[src/hdl/mads_pkg.sv]
// Shared types, widths and constants of the moving-average deviation signal block.
package mads_pkg;

	// Sizes of the window and of the item fields.
	localparam int WINDOW_MAX = 64;
	localparam int PTR_W      = $clog2(WINDOW_MAX);
	localparam int LEN_W      = $clog2(WINDOW_MAX + 1);
	localparam int PRICE_W    = 24;
	localparam int CASH_W     = 40;
	localparam int HOLD_W     = 16;
	localparam int THR_W      = 16;
	localparam int FRAC_W     = 16;
	localparam int SUM_W      = 30;
	localparam int ACTION_W   = 2;

	// Derived datapath widths.
	localparam int SCALED_W = LEN_W + PRICE_W;
	localparam int LIMIT_W  = THR_W + SUM_W;
	localparam int CMP_W    = SCALED_W + FRAC_W;

	// Configuration port.
	localparam int APB_DATA_W = 32;
	localparam int ADDR_W     = 3;
	localparam int WLEN_W     = 7;

	localparam logic [WLEN_W-1:0] WLEN_RESET = 7'd20;
	localparam logic [THR_W-1:0]  THR_RESET  = 16'd1311;

	// Register indexes, taken from the word address.
	typedef enum logic {
		REG_WINDOW_LENGTH = 1'b0,
		REG_DEV_THRESHOLD = 1'b1
	} reg_idx_t;

	// Trading action codes.
	typedef enum logic [ACTION_W-1:0] {
		ACT_NONE = 2'd0,
		ACT_BUY  = 2'd1,
		ACT_SELL = 2'd2
	} action_t;

	// Configuration seen by the datapath.
	typedef struct packed {
		logic [LEN_W-1:0] eff_len;
		logic [THR_W-1:0] threshold;
		logic             restart;
	} cfg_t;

	// Window length as used: zero acts as one, anything above the maximum as the maximum.
	function automatic logic [LEN_W-1:0] eff_length(input logic [WLEN_W-1:0] wlen);
		logic [LEN_W-1:0] n;
		if (wlen == '0) begin
			n = LEN_W'(1);
		end else if (32'(wlen) > WINDOW_MAX) begin
			n = LEN_W'(WINDOW_MAX);
		end else begin
			n = LEN_W'(wlen);
		end
		return n;
	endfunction

endpackage

[src/hdl/mads_if.sv]
// Valid/ready channel interfaces for price ticks and signal reports.
interface mads_tick_if;
	import mads_pkg::*;

	logic                valid;
	logic                ready;
	logic [PRICE_W-1:0]  price;
	logic [CASH_W-1:0]   cash_available;
	logic [HOLD_W-1:0]   holdings_count;

	modport source (output valid, output price, output cash_available,
		output holdings_count, input ready);
	modport sink (input valid, input price, input cash_available,
		input holdings_count, output ready);
endinterface

interface mads_report_if;
	import mads_pkg::*;

	logic                valid;
	logic                ready;
	action_t             action;
	logic                warming;
	logic [SUM_W-1:0]    window_sum;
	logic [LEN_W-1:0]    fill_count;

	modport source (output valid, output action, output warming,
		output window_sum, output fill_count, input ready);
	modport sink (input valid, input action, input warming,
		input window_sum, input fill_count, output ready);
endinterface

[src/hdl/mads_cfg.sv]
// APB configuration registers: window length and deviation threshold.
module mads_cfg (
	input  logic                             clk,
	input  logic                             arst_n,
	input  logic                             psel,
	input  logic                             penable,
	input  logic                             pwrite,
	input  logic [mads_pkg::ADDR_W-1:0]      paddr,
	input  logic [mads_pkg::APB_DATA_W-1:0]  pwdata,
	output logic [mads_pkg::APB_DATA_W-1:0]  prdata,
	output logic                             pready,
	output mads_pkg::cfg_t                   cfg
);
	import mads_pkg::*;

	logic [WLEN_W-1:0] wlen_q;
	logic [LEN_W-1:0]  eff_len_q;
	logic [THR_W-1:0]  thr_q;
	logic              wr_en;
	reg_idx_t          idx;

	// Registers sit at word addresses; the low byte-lane bits are ignored.
	assign idx    = reg_idx_t'(paddr[2]);
	assign pready = 1'b1;
	assign wr_en  = psel && penable && pwrite && pready;

	// Register writes. The effective length is kept ready so the datapath sees no clamp logic.
	always_ff @(posedge clk or negedge arst_n) begin
		if (!arst_n) begin
			wlen_q    <= WLEN_RESET;
			eff_len_q <= eff_length(WLEN_RESET);
			thr_q     <= THR_RESET;
		end else if (wr_en) begin
			case (idx)
				REG_WINDOW_LENGTH: begin
					wlen_q    <= pwdata[WLEN_W-1:0];
					eff_len_q <= eff_length(pwdata[WLEN_W-1:0]);
				end
				REG_DEV_THRESHOLD: begin
					thr_q <= pwdata[THR_W-1:0];
				end
				default: begin
				end
			endcase
		end
	end

	// Read back the raw register values.
	always_comb begin
		case (idx)
			REG_WINDOW_LENGTH: prdata = APB_DATA_W'(wlen_q);
			REG_DEV_THRESHOLD: prdata = APB_DATA_W'(thr_q);
			default:           prdata = '0;
		endcase
	end

	// A window length write restarts the warm-up.
	assign cfg.eff_len   = eff_len_q;
	assign cfg.threshold = thr_q;
	assign cfg.restart   = wr_en && (idx == REG_WINDOW_LENGTH);

endmodule

[src/hdl/mads_ring.sv]
// Price ring memory with one write port and one registered read port.
module mads_ring (
	input  logic                          clk,
	input  logic                          wr_en,
	input  logic [mads_pkg::PTR_W-1:0]    wr_addr,
	input  logic [mads_pkg::PRICE_W-1:0]  wr_data,
	input  logic                          rd_en,
	input  logic [mads_pkg::PTR_W-1:0]    rd_addr,
	output logic [mads_pkg::PRICE_W-1:0]  rd_data
);
	import mads_pkg::*;

	logic [PRICE_W-1:0] mem [WINDOW_MAX];

	// Read returns the old contents when both ports hit the same entry.
	always_ff @(posedge clk) begin
		if (wr_en) begin
			mem[wr_addr] <= wr_data;
		end
		if (rd_en) begin
			rd_data <= mem[rd_addr];
		end
	end

endmodule

[src/hdl/moving_average_deviation_signal.sv]
// Top level: a three-stage pipeline with the price ring, running sum and signal decision.
// The block takes one price tick per cycle unless stalled and returns one report per tick,
// in order. At the accept edge the ring is written at the write pointer and the price
// leaving the window is read on the same memory port pair; stage two updates the running sum
// and forms window_length * price; stage three forms threshold * sum and makes the buy/sell
// decision into the output register. Each stage moves on independently, so a stalled report
// only holds the ticks behind it once the pipeline is full. The ring is not cleared after
// reset: the warm-up makes sure no entry is used before it is written. A write to
// window_length restarts the warm-up; configuration must be written only while the block is
// idle (not enforced). APB registers: window_length at 0x0, deviation_threshold at 0x4.
module moving_average_deviation_signal (
	input  logic                             clk,
	input  logic                             arst_n,
	input  logic                             psel,
	input  logic                             penable,
	input  logic                             pwrite,
	input  logic [mads_pkg::ADDR_W-1:0]      paddr,
	input  logic [mads_pkg::APB_DATA_W-1:0]  pwdata,
	output logic [mads_pkg::APB_DATA_W-1:0]  prdata,
	output logic                             pready,
	mads_tick_if.sink                        tick,
	mads_report_if.source                    report
);
	import mads_pkg::*;

	cfg_t cfg;

	// Window state.
	logic [PTR_W-1:0]    wp_q;
	logic [LEN_W-1:0]    filled_q;
	logic [SUM_W-1:0]    sum_q;

	// Stage one.
	logic                v1_q;
	logic [PRICE_W-1:0]  price_s1;
	logic [CASH_W-1:0]   cash_s1;
	logic [HOLD_W-1:0]   hold_s1;
	logic                drop_s1;
	logic                warm_s1;
	logic [LEN_W-1:0]    fill_s1;
	logic [PRICE_W-1:0]  old_price_s1;

	// Stage two.
	logic                v2_q;
	logic [PRICE_W-1:0]  price_s2;
	logic [CASH_W-1:0]   cash_s2;
	logic [HOLD_W-1:0]   hold_s2;
	logic                warm_s2;
	logic [LEN_W-1:0]    fill_s2;
	logic [SUM_W-1:0]    sum_s2;
	logic [SCALED_W-1:0] scaled_s2;

	// Output register.
	logic                ov_q;
	action_t             action_q;
	logic                warm_q;
	logic [SUM_W-1:0]    sum_out_q;
	logic [LEN_W-1:0]    fill_q;

	logic                en_out;
	logic                en_s2;
	logic                en_s1;
	logic                acc_in;
	logic                drop;
	logic [LEN_W-1:0]    filled_next;
	logic [PTR_W-1:0]    old_idx;
	logic [SUM_W-1:0]    sum_next;
	logic [LIMIT_W-1:0]  limit;
	logic [SCALED_W-1:0] sum_ext;
	logic [SCALED_W-1:0] diff;
	logic                exceed;
	action_t             action_next;

	mads_cfg u_cfg (
		.clk     (clk),
		.arst_n  (arst_n),
		.psel    (psel),
		.penable (penable),
		.pwrite  (pwrite),
		.paddr   (paddr),
		.pwdata  (pwdata),
		.prdata  (prdata),
		.pready  (pready),
		.cfg     (cfg)
	);

	// Each stage advances when the stage after it is empty or advancing.
	assign en_out     = !ov_q || report.ready;
	assign en_s2      = !v2_q || en_out;
	assign en_s1      = !v1_q || en_s2;
	assign tick.ready = en_s1;
	assign acc_in     = tick.valid && en_s1;

	// Fill count and the ring slot of the price leaving the window.
	assign drop        = filled_q >= cfg.eff_len;
	assign filled_next = drop ? cfg.eff_len : filled_q + LEN_W'(1);
	assign old_idx     = wp_q - cfg.eff_len[PTR_W-1:0];

	mads_ring u_ring (
		.clk     (clk),
		.wr_en   (acc_in),
		.wr_addr (wp_q),
		.wr_data (tick.price),
		.rd_en   (acc_in),
		.rd_addr (old_idx),
		.rd_data (old_price_s1)
	);

	// Pointer and fill count move at the accept edge.
	always_ff @(posedge clk or negedge arst_n) begin
		if (!arst_n) begin
			wp_q     <= '0;
			filled_q <= '0;
		end else begin
			if (acc_in) begin
				wp_q     <= wp_q + PTR_W'(1);
				filled_q <= filled_next;
			end
			if (cfg.restart) begin
				filled_q <= '0;
			end
		end
	end

	// Stage one: capture the tick alongside the ring read.
	always_ff @(posedge clk or negedge arst_n) begin
		if (!arst_n) begin
			v1_q <= 1'b0;
		end else if (en_s1) begin
			v1_q <= acc_in;
		end
	end

	always_ff @(posedge clk) begin
		if (acc_in) begin
			price_s1 <= tick.price;
			cash_s1  <= tick.cash_available;
			hold_s1  <= tick.holdings_count;
			drop_s1  <= drop;
			warm_s1  <= filled_next < cfg.eff_len;
			fill_s1  <= filled_next;
		end
	end

	// Running sum: drop the leaving price when the window was full, add the new one.
	assign sum_next = sum_q - (drop_s1 ? SUM_W'(old_price_s1) : '0) + SUM_W'(price_s1);

	always_ff @(posedge clk or negedge arst_n) begin
		if (!arst_n) begin
			sum_q <= '0;
			v2_q  <= 1'b0;
		end else begin
			if (en_s2) begin
				v2_q <= v1_q;
				if (v1_q) begin
					sum_q <= sum_next;
				end
			end
			if (cfg.restart) begin
				sum_q <= '0;
			end
		end
	end

	// Stage two: new sum and window_length * price.
	always_ff @(posedge clk) begin
		if (en_s2 && v1_q) begin
			price_s2  <= price_s1;
			cash_s2   <= cash_s1;
			hold_s2   <= hold_s1;
			warm_s2   <= warm_s1;
			fill_s2   <= fill_s1;
			sum_s2    <= sum_next;
			scaled_s2 <= SCALED_W'(cfg.eff_len) * SCALED_W'(price_s1);
		end
	end

	// Stage three: |N*price - sum| * 2^16 against threshold * sum, strictly greater.
	assign limit   = LIMIT_W'(cfg.threshold) * LIMIT_W'(sum_s2);
	assign sum_ext = SCALED_W'(sum_s2);
	assign diff    = (scaled_s2 > sum_ext) ? scaled_s2 - sum_ext : sum_ext - scaled_s2;
	assign exceed  = {diff, FRAC_W'(0)} > CMP_W'(limit);

	always_comb begin
		action_next = ACT_NONE;
		if (!warm_s2 && sum_s2 != '0 && exceed) begin
			if (scaled_s2 < sum_ext && cash_s2 >= CASH_W'(price_s2)) begin
				action_next = ACT_BUY;
			end else if (scaled_s2 > sum_ext && hold_s2 != '0) begin
				action_next = ACT_SELL;
			end
		end
	end

	always_ff @(posedge clk or negedge arst_n) begin
		if (!arst_n) begin
			ov_q <= 1'b0;
		end else if (en_out) begin
			ov_q <= v2_q;
		end
	end

	always_ff @(posedge clk) begin
		if (en_out && v2_q) begin
			action_q  <= action_next;
			warm_q    <= warm_s2;
			sum_out_q <= sum_s2;
			fill_q    <= fill_s2;
		end
	end

	// Report transaction.
	assign report.valid      = ov_q;
	assign report.action     = action_q;
	assign report.warming    = warm_q;
	assign report.window_sum = sum_out_q;
	assign report.fill_count = fill_q;

endmodule

[src/flat_wrapper.sv]
// flat-port wrapper written by rule: the top's interface ports become plain ports
module moving_average_deviation_signal_flat import mads_pkg::*;
  (clk, arst_n, psel, penable, pwrite, paddr, pwdata, prdata, pready, tick_valid, tick_price, tick_cash_available, tick_holdings_count, tick_ready, report_valid, report_action, report_warming, report_window_sum, report_fill_count, report_ready);
  mads_tick_if tick_i ();
  mads_report_if report_i ();
  input  logic clk;
  input  logic arst_n;
  input  logic psel;
  input  logic penable;
  input  logic pwrite;
  input  logic [mads_pkg::ADDR_W-1:0] paddr;
  input  logic [mads_pkg::APB_DATA_W-1:0] pwdata;
  output logic [mads_pkg::APB_DATA_W-1:0] prdata;
  output logic pready;
  input wire logic [$bits(tick_i.valid)-1:0] tick_valid;
  input wire logic [$bits(tick_i.price)-1:0] tick_price;
  input wire logic [$bits(tick_i.cash_available)-1:0] tick_cash_available;
  input wire logic [$bits(tick_i.holdings_count)-1:0] tick_holdings_count;
  output wire logic [$bits(tick_i.ready)-1:0] tick_ready;
  output wire logic [$bits(report_i.valid)-1:0] report_valid;
  output wire logic [$bits(report_i.action)-1:0] report_action;
  output wire logic [$bits(report_i.warming)-1:0] report_warming;
  output wire logic [$bits(report_i.window_sum)-1:0] report_window_sum;
  output wire logic [$bits(report_i.fill_count)-1:0] report_fill_count;
  input wire logic [$bits(report_i.ready)-1:0] report_ready;
  assign tick_i.valid = tick_valid;
  assign tick_i.price = tick_price;
  assign tick_i.cash_available = tick_cash_available;
  assign tick_i.holdings_count = tick_holdings_count;
  assign tick_ready = tick_i.ready;
  assign report_valid = report_i.valid;
  assign report_action = report_i.action;
  assign report_warming = report_i.warming;
  assign report_window_sum = report_i.window_sum;
  assign report_fill_count = report_i.fill_count;
  assign report_i.ready = report_ready;
  moving_average_deviation_signal u_core (.clk(clk), .arst_n(arst_n), .psel(psel), .penable(penable), .pwrite(pwrite), .paddr(paddr), .pwdata(pwdata), .prdata(prdata), .pready(pready), .tick(tick_i), .report(report_i));
endmodule
[config.mk]
export PLATFORM = sky130hd
export DESIGN_NAME = moving_average_deviation_signal_flat
export DESIGN_NICKNAME = d
export VERILOG_FILES = /design/src/hdl/mads_pkg.sv /design/src/hdl/mads_if.sv /design/src/hdl/mads_cfg.sv /design/src/hdl/mads_ring.sv /design/src/hdl/moving_average_deviation_signal.sv /design/src/flat_wrapper.sv
export SDC_FILE = /design/constraint.sdc
export NUM_CORES = 2
export LEC_CHECK = 0
export BUFFER_PORTS_ARGS = -buffer_cell sky130_fd_sc_hd__buf_2
export CAP_MARGIN = 20
export CORE_MARGIN = 8
export CORE_UTILIZATION = 30
export DETAILED_ROUTE_END_ITERATION = 8
export PLACE_DENSITY = 0.44
export SYNTH_ARGS = -nofsm -noshare
export SYNTH_HDL_FRONTEND = slang
export SYNTH_SLANG_ARGS = --single-unit
[constraint.sdc]
create_clock -name clk -period 9.6 [get_ports clk]
set_input_delay 0.96 -clock clk [delete_from_list [all_inputs] [get_ports clk]]
set_output_delay 0.96 -clock clk [all_outputs]
set_load 0.05 [all_outputs]
==> results.tsv <==
metric	value	unit
synth-seq-cells	1914	
fin_ws	0.511	ns
worst_pin_slew	1.18	ns
cap_viol_max_count	0	
synth_compound_area_frac	0.0429	
drc_errors	0	
yosysMostFrequentCell	edfxtp_1	
ys_top_cells_by_count	edfxtp_1, inv_1, nand2_1	
worstRegToRegCells	32	
post_cts_buffers	0	
synth-xor-area-share	0.0112	
ys_seq_area_frac	0.578	
die_y	590	um
yosys.area_share.adder	0.148	
status	complete, no violations	
hp-class	input pin to asynchronous set/reset pin	
dr.pass1.iters	5	
grt_max_degree	82	
syn_to_final_growth	14.5	%
skew	0.162	ns
initial_core_util	0.300	
setup_viol	0	
cts_buffers	214	
routed_wirelength	286	mm
cts_resized	0	
min_period	9.09	ns
rows	211	
finish.utilization	0.344	
synth-edff-count	1838	
clock_sinks	1914	
vias	54468	
cp-end-kind	register	
drtIter0Drc	4051	
antenna_found_initial	12	
portBuffers	161	
holdBufCountCts	0	
synth.top_cell.area_share	0.558	
drive_above_1_share	0.189	
synth_top_family_by_area	adder cells	
crit_path_start_kind	register	
crit_slowest_cell	dfrtp_1	
grt.total_usage	0.163	
clockRootBuffer	clkbuf_16	
period_share	0.947	
met2_usage	0.292	
syn_avg_cell_area	15.3	um^2
criticalPathCategory	register to register	
clock_latency	0.93	ns
grt_pass1_wl	417	mm
drv_slew	0	
max_clock_freq	110	MHz
dp.cells	10882	
ys_types	91	
nNetsFinal	7722	
yosys.area.top_type	edfxtp_1	
ios	197	
synth_area_leaders	edfxtp_1, mux4_2, fa_1	
arrival	9.67	ns
coreArea	0.329	mm^2
clk_pin_slew	0.06	ns
wl_per_cell	25.3	um
cp.required	10.18	ns
whs	0.0616	ns
place_congestion	0.834	
die_x	590	um
mappedNetlistArea	0.0989	mm^2
slew_headroom	0.212	
overflow	0	
syn_inst	6445	
finalNonFillerCells	11286	
met3_usage	0.0208	
synth_mux_area_frac	0.117	
max_stage_delay	0.64	ns
htreeDepth	4	
routed_via_density	4.83	
grt-busiest-layer	met2	
clockBufferDepth	4	
grt_pass1_vias	59413	
yosysWarnings	0	
cts_tree	yes	
path_common_cell	fa_1	
cp_max_fo	11	
final_antenna_net_count	0	
die_area	0.348	mm^2
ys.flop_type	edfxtp_1	
hold_viol_final	0	
grtUsageMet1	0.206	
fillers	31609	
synth-async-reset-ratio	0.0397	
synthSimpleGateAreaFrac	0.0613	
dpl_worst_slack	0.286	ns
hpwl	185	mm
-- final cells by class --
class | count | area, um^2 | share of cell area
antenna | 15 | 37.5 | 0.000331
clock buffer | 268 | 5670 | 0.0501
clock inverter | 110 | 1100 | 0.00969
inverter | 752 | 2830 | 0.0250
multi-input combinational | 3486 | 38300 | 0.338
sequential | 1914 | 57100 | 0.504
tap | 4366 | 5460 | 0.0482
timing repair buffer | 375 | 2750 | 0.0243
-- final timing paths --
path | startpoint | endpoint | slack [ns]
worst max-delay path | u_core.u_cfg.thr_q[6] | u_core.report.action[1] | 0.51
worst min-delay path | arst_n | u_core.v1_q | 0.06
worst max register to register | u_core.u_cfg.thr_q[6] | u_core.report.action[1] | 0.51
worst min register to register | u_core.fill_s1[0] | u_core.fill_s2[0] | 0.41
max in group asynchronous | arst_n | u_core.sum_q[15] | 8.22
min in group clk | pwdata[15] | u_core.u_cfg.thr_q[15] | 0.27
-- placed cells by master, fill, tap and decap left out, types with 189 or more instances in the layout --
cell / n
and2_1: 238
clkbuf_16: 217
edfxtp_1: 1838
inv_1: 748
fa_1: 525
a21oi_1: 219
mux4_2: 480
buf_4: 189
ha_1: 330
nand2_1: 578
-- sequential cells by signal (all words and copies together) (netlist names), 2 cells and up --
signal,cells
u_core.cash_s1,40
u_core.price_s1,24
u_core.fill_s1,7
u_core.hold_s2,16
u_core.scaled_s2,31
u_core.sum_q,30
u_core.sum_s2,30
u_core.u_ring.rd_data,24
u_core.cash_s2,40
u_core.report.action,2
u_core.hold_s1,16
u_core.fill_s2,7
u_core.u_ring.mem,1536
u_core.u_cfg.eff_len_q,7
u_core.u_cfg.thr_q,16
u_core.wp_q,6
u_core.u_cfg.wlen_q,7
u_core.filled_q,7
u_core.report.fill_count,7
u_core.report.window_sum,30
u_core.price_s2,24
-- metrics by stage --
stage          setup TNS (ns)  cell area (um^2)
2_1_floorplan               0             98900
3_3_place_gp                0            106000
3_5_place_dp                0            106000
4_1_cts                     0            113000
5_1_grt              -0.00389            113000
6_report                    0            113000
-- routing by layer --
metal	share of wire	wire, um
met2	0.51	146000
met4	0.030	8470
met5	0	0
met3	0.041	11700
met1	0.42	119000
-- cells by family (layout without fill, tap and decap cells) --
kind of cell             Yosys count  in the layout
buffers and inverters           1060           1505
flip-flops                      1914           1914
multiplexers                     549            549
other                              2             32
AO/OA/AOI/OAI                    655            655
adder cells (fa/ha/maj)          857            857
AND/OR/NAND/NOR                 1281           1281
XOR/XNOR                         127            127
-- critical path: cells and delay by family (launching register included) --
kind / cells / cell delay (ns)
adders and majority gates: 8 / 3.61
AOI/OAI and AO/OA: 11 / 2.13
and+or+nand+nor: 8 / 1.99
DFF: 1 / 0.64
buffers and inverters: 5 / 0.35
Power is not shown: default switching activity piles up to over one toggle a cycle in this logic, so the estimate is an artifact.
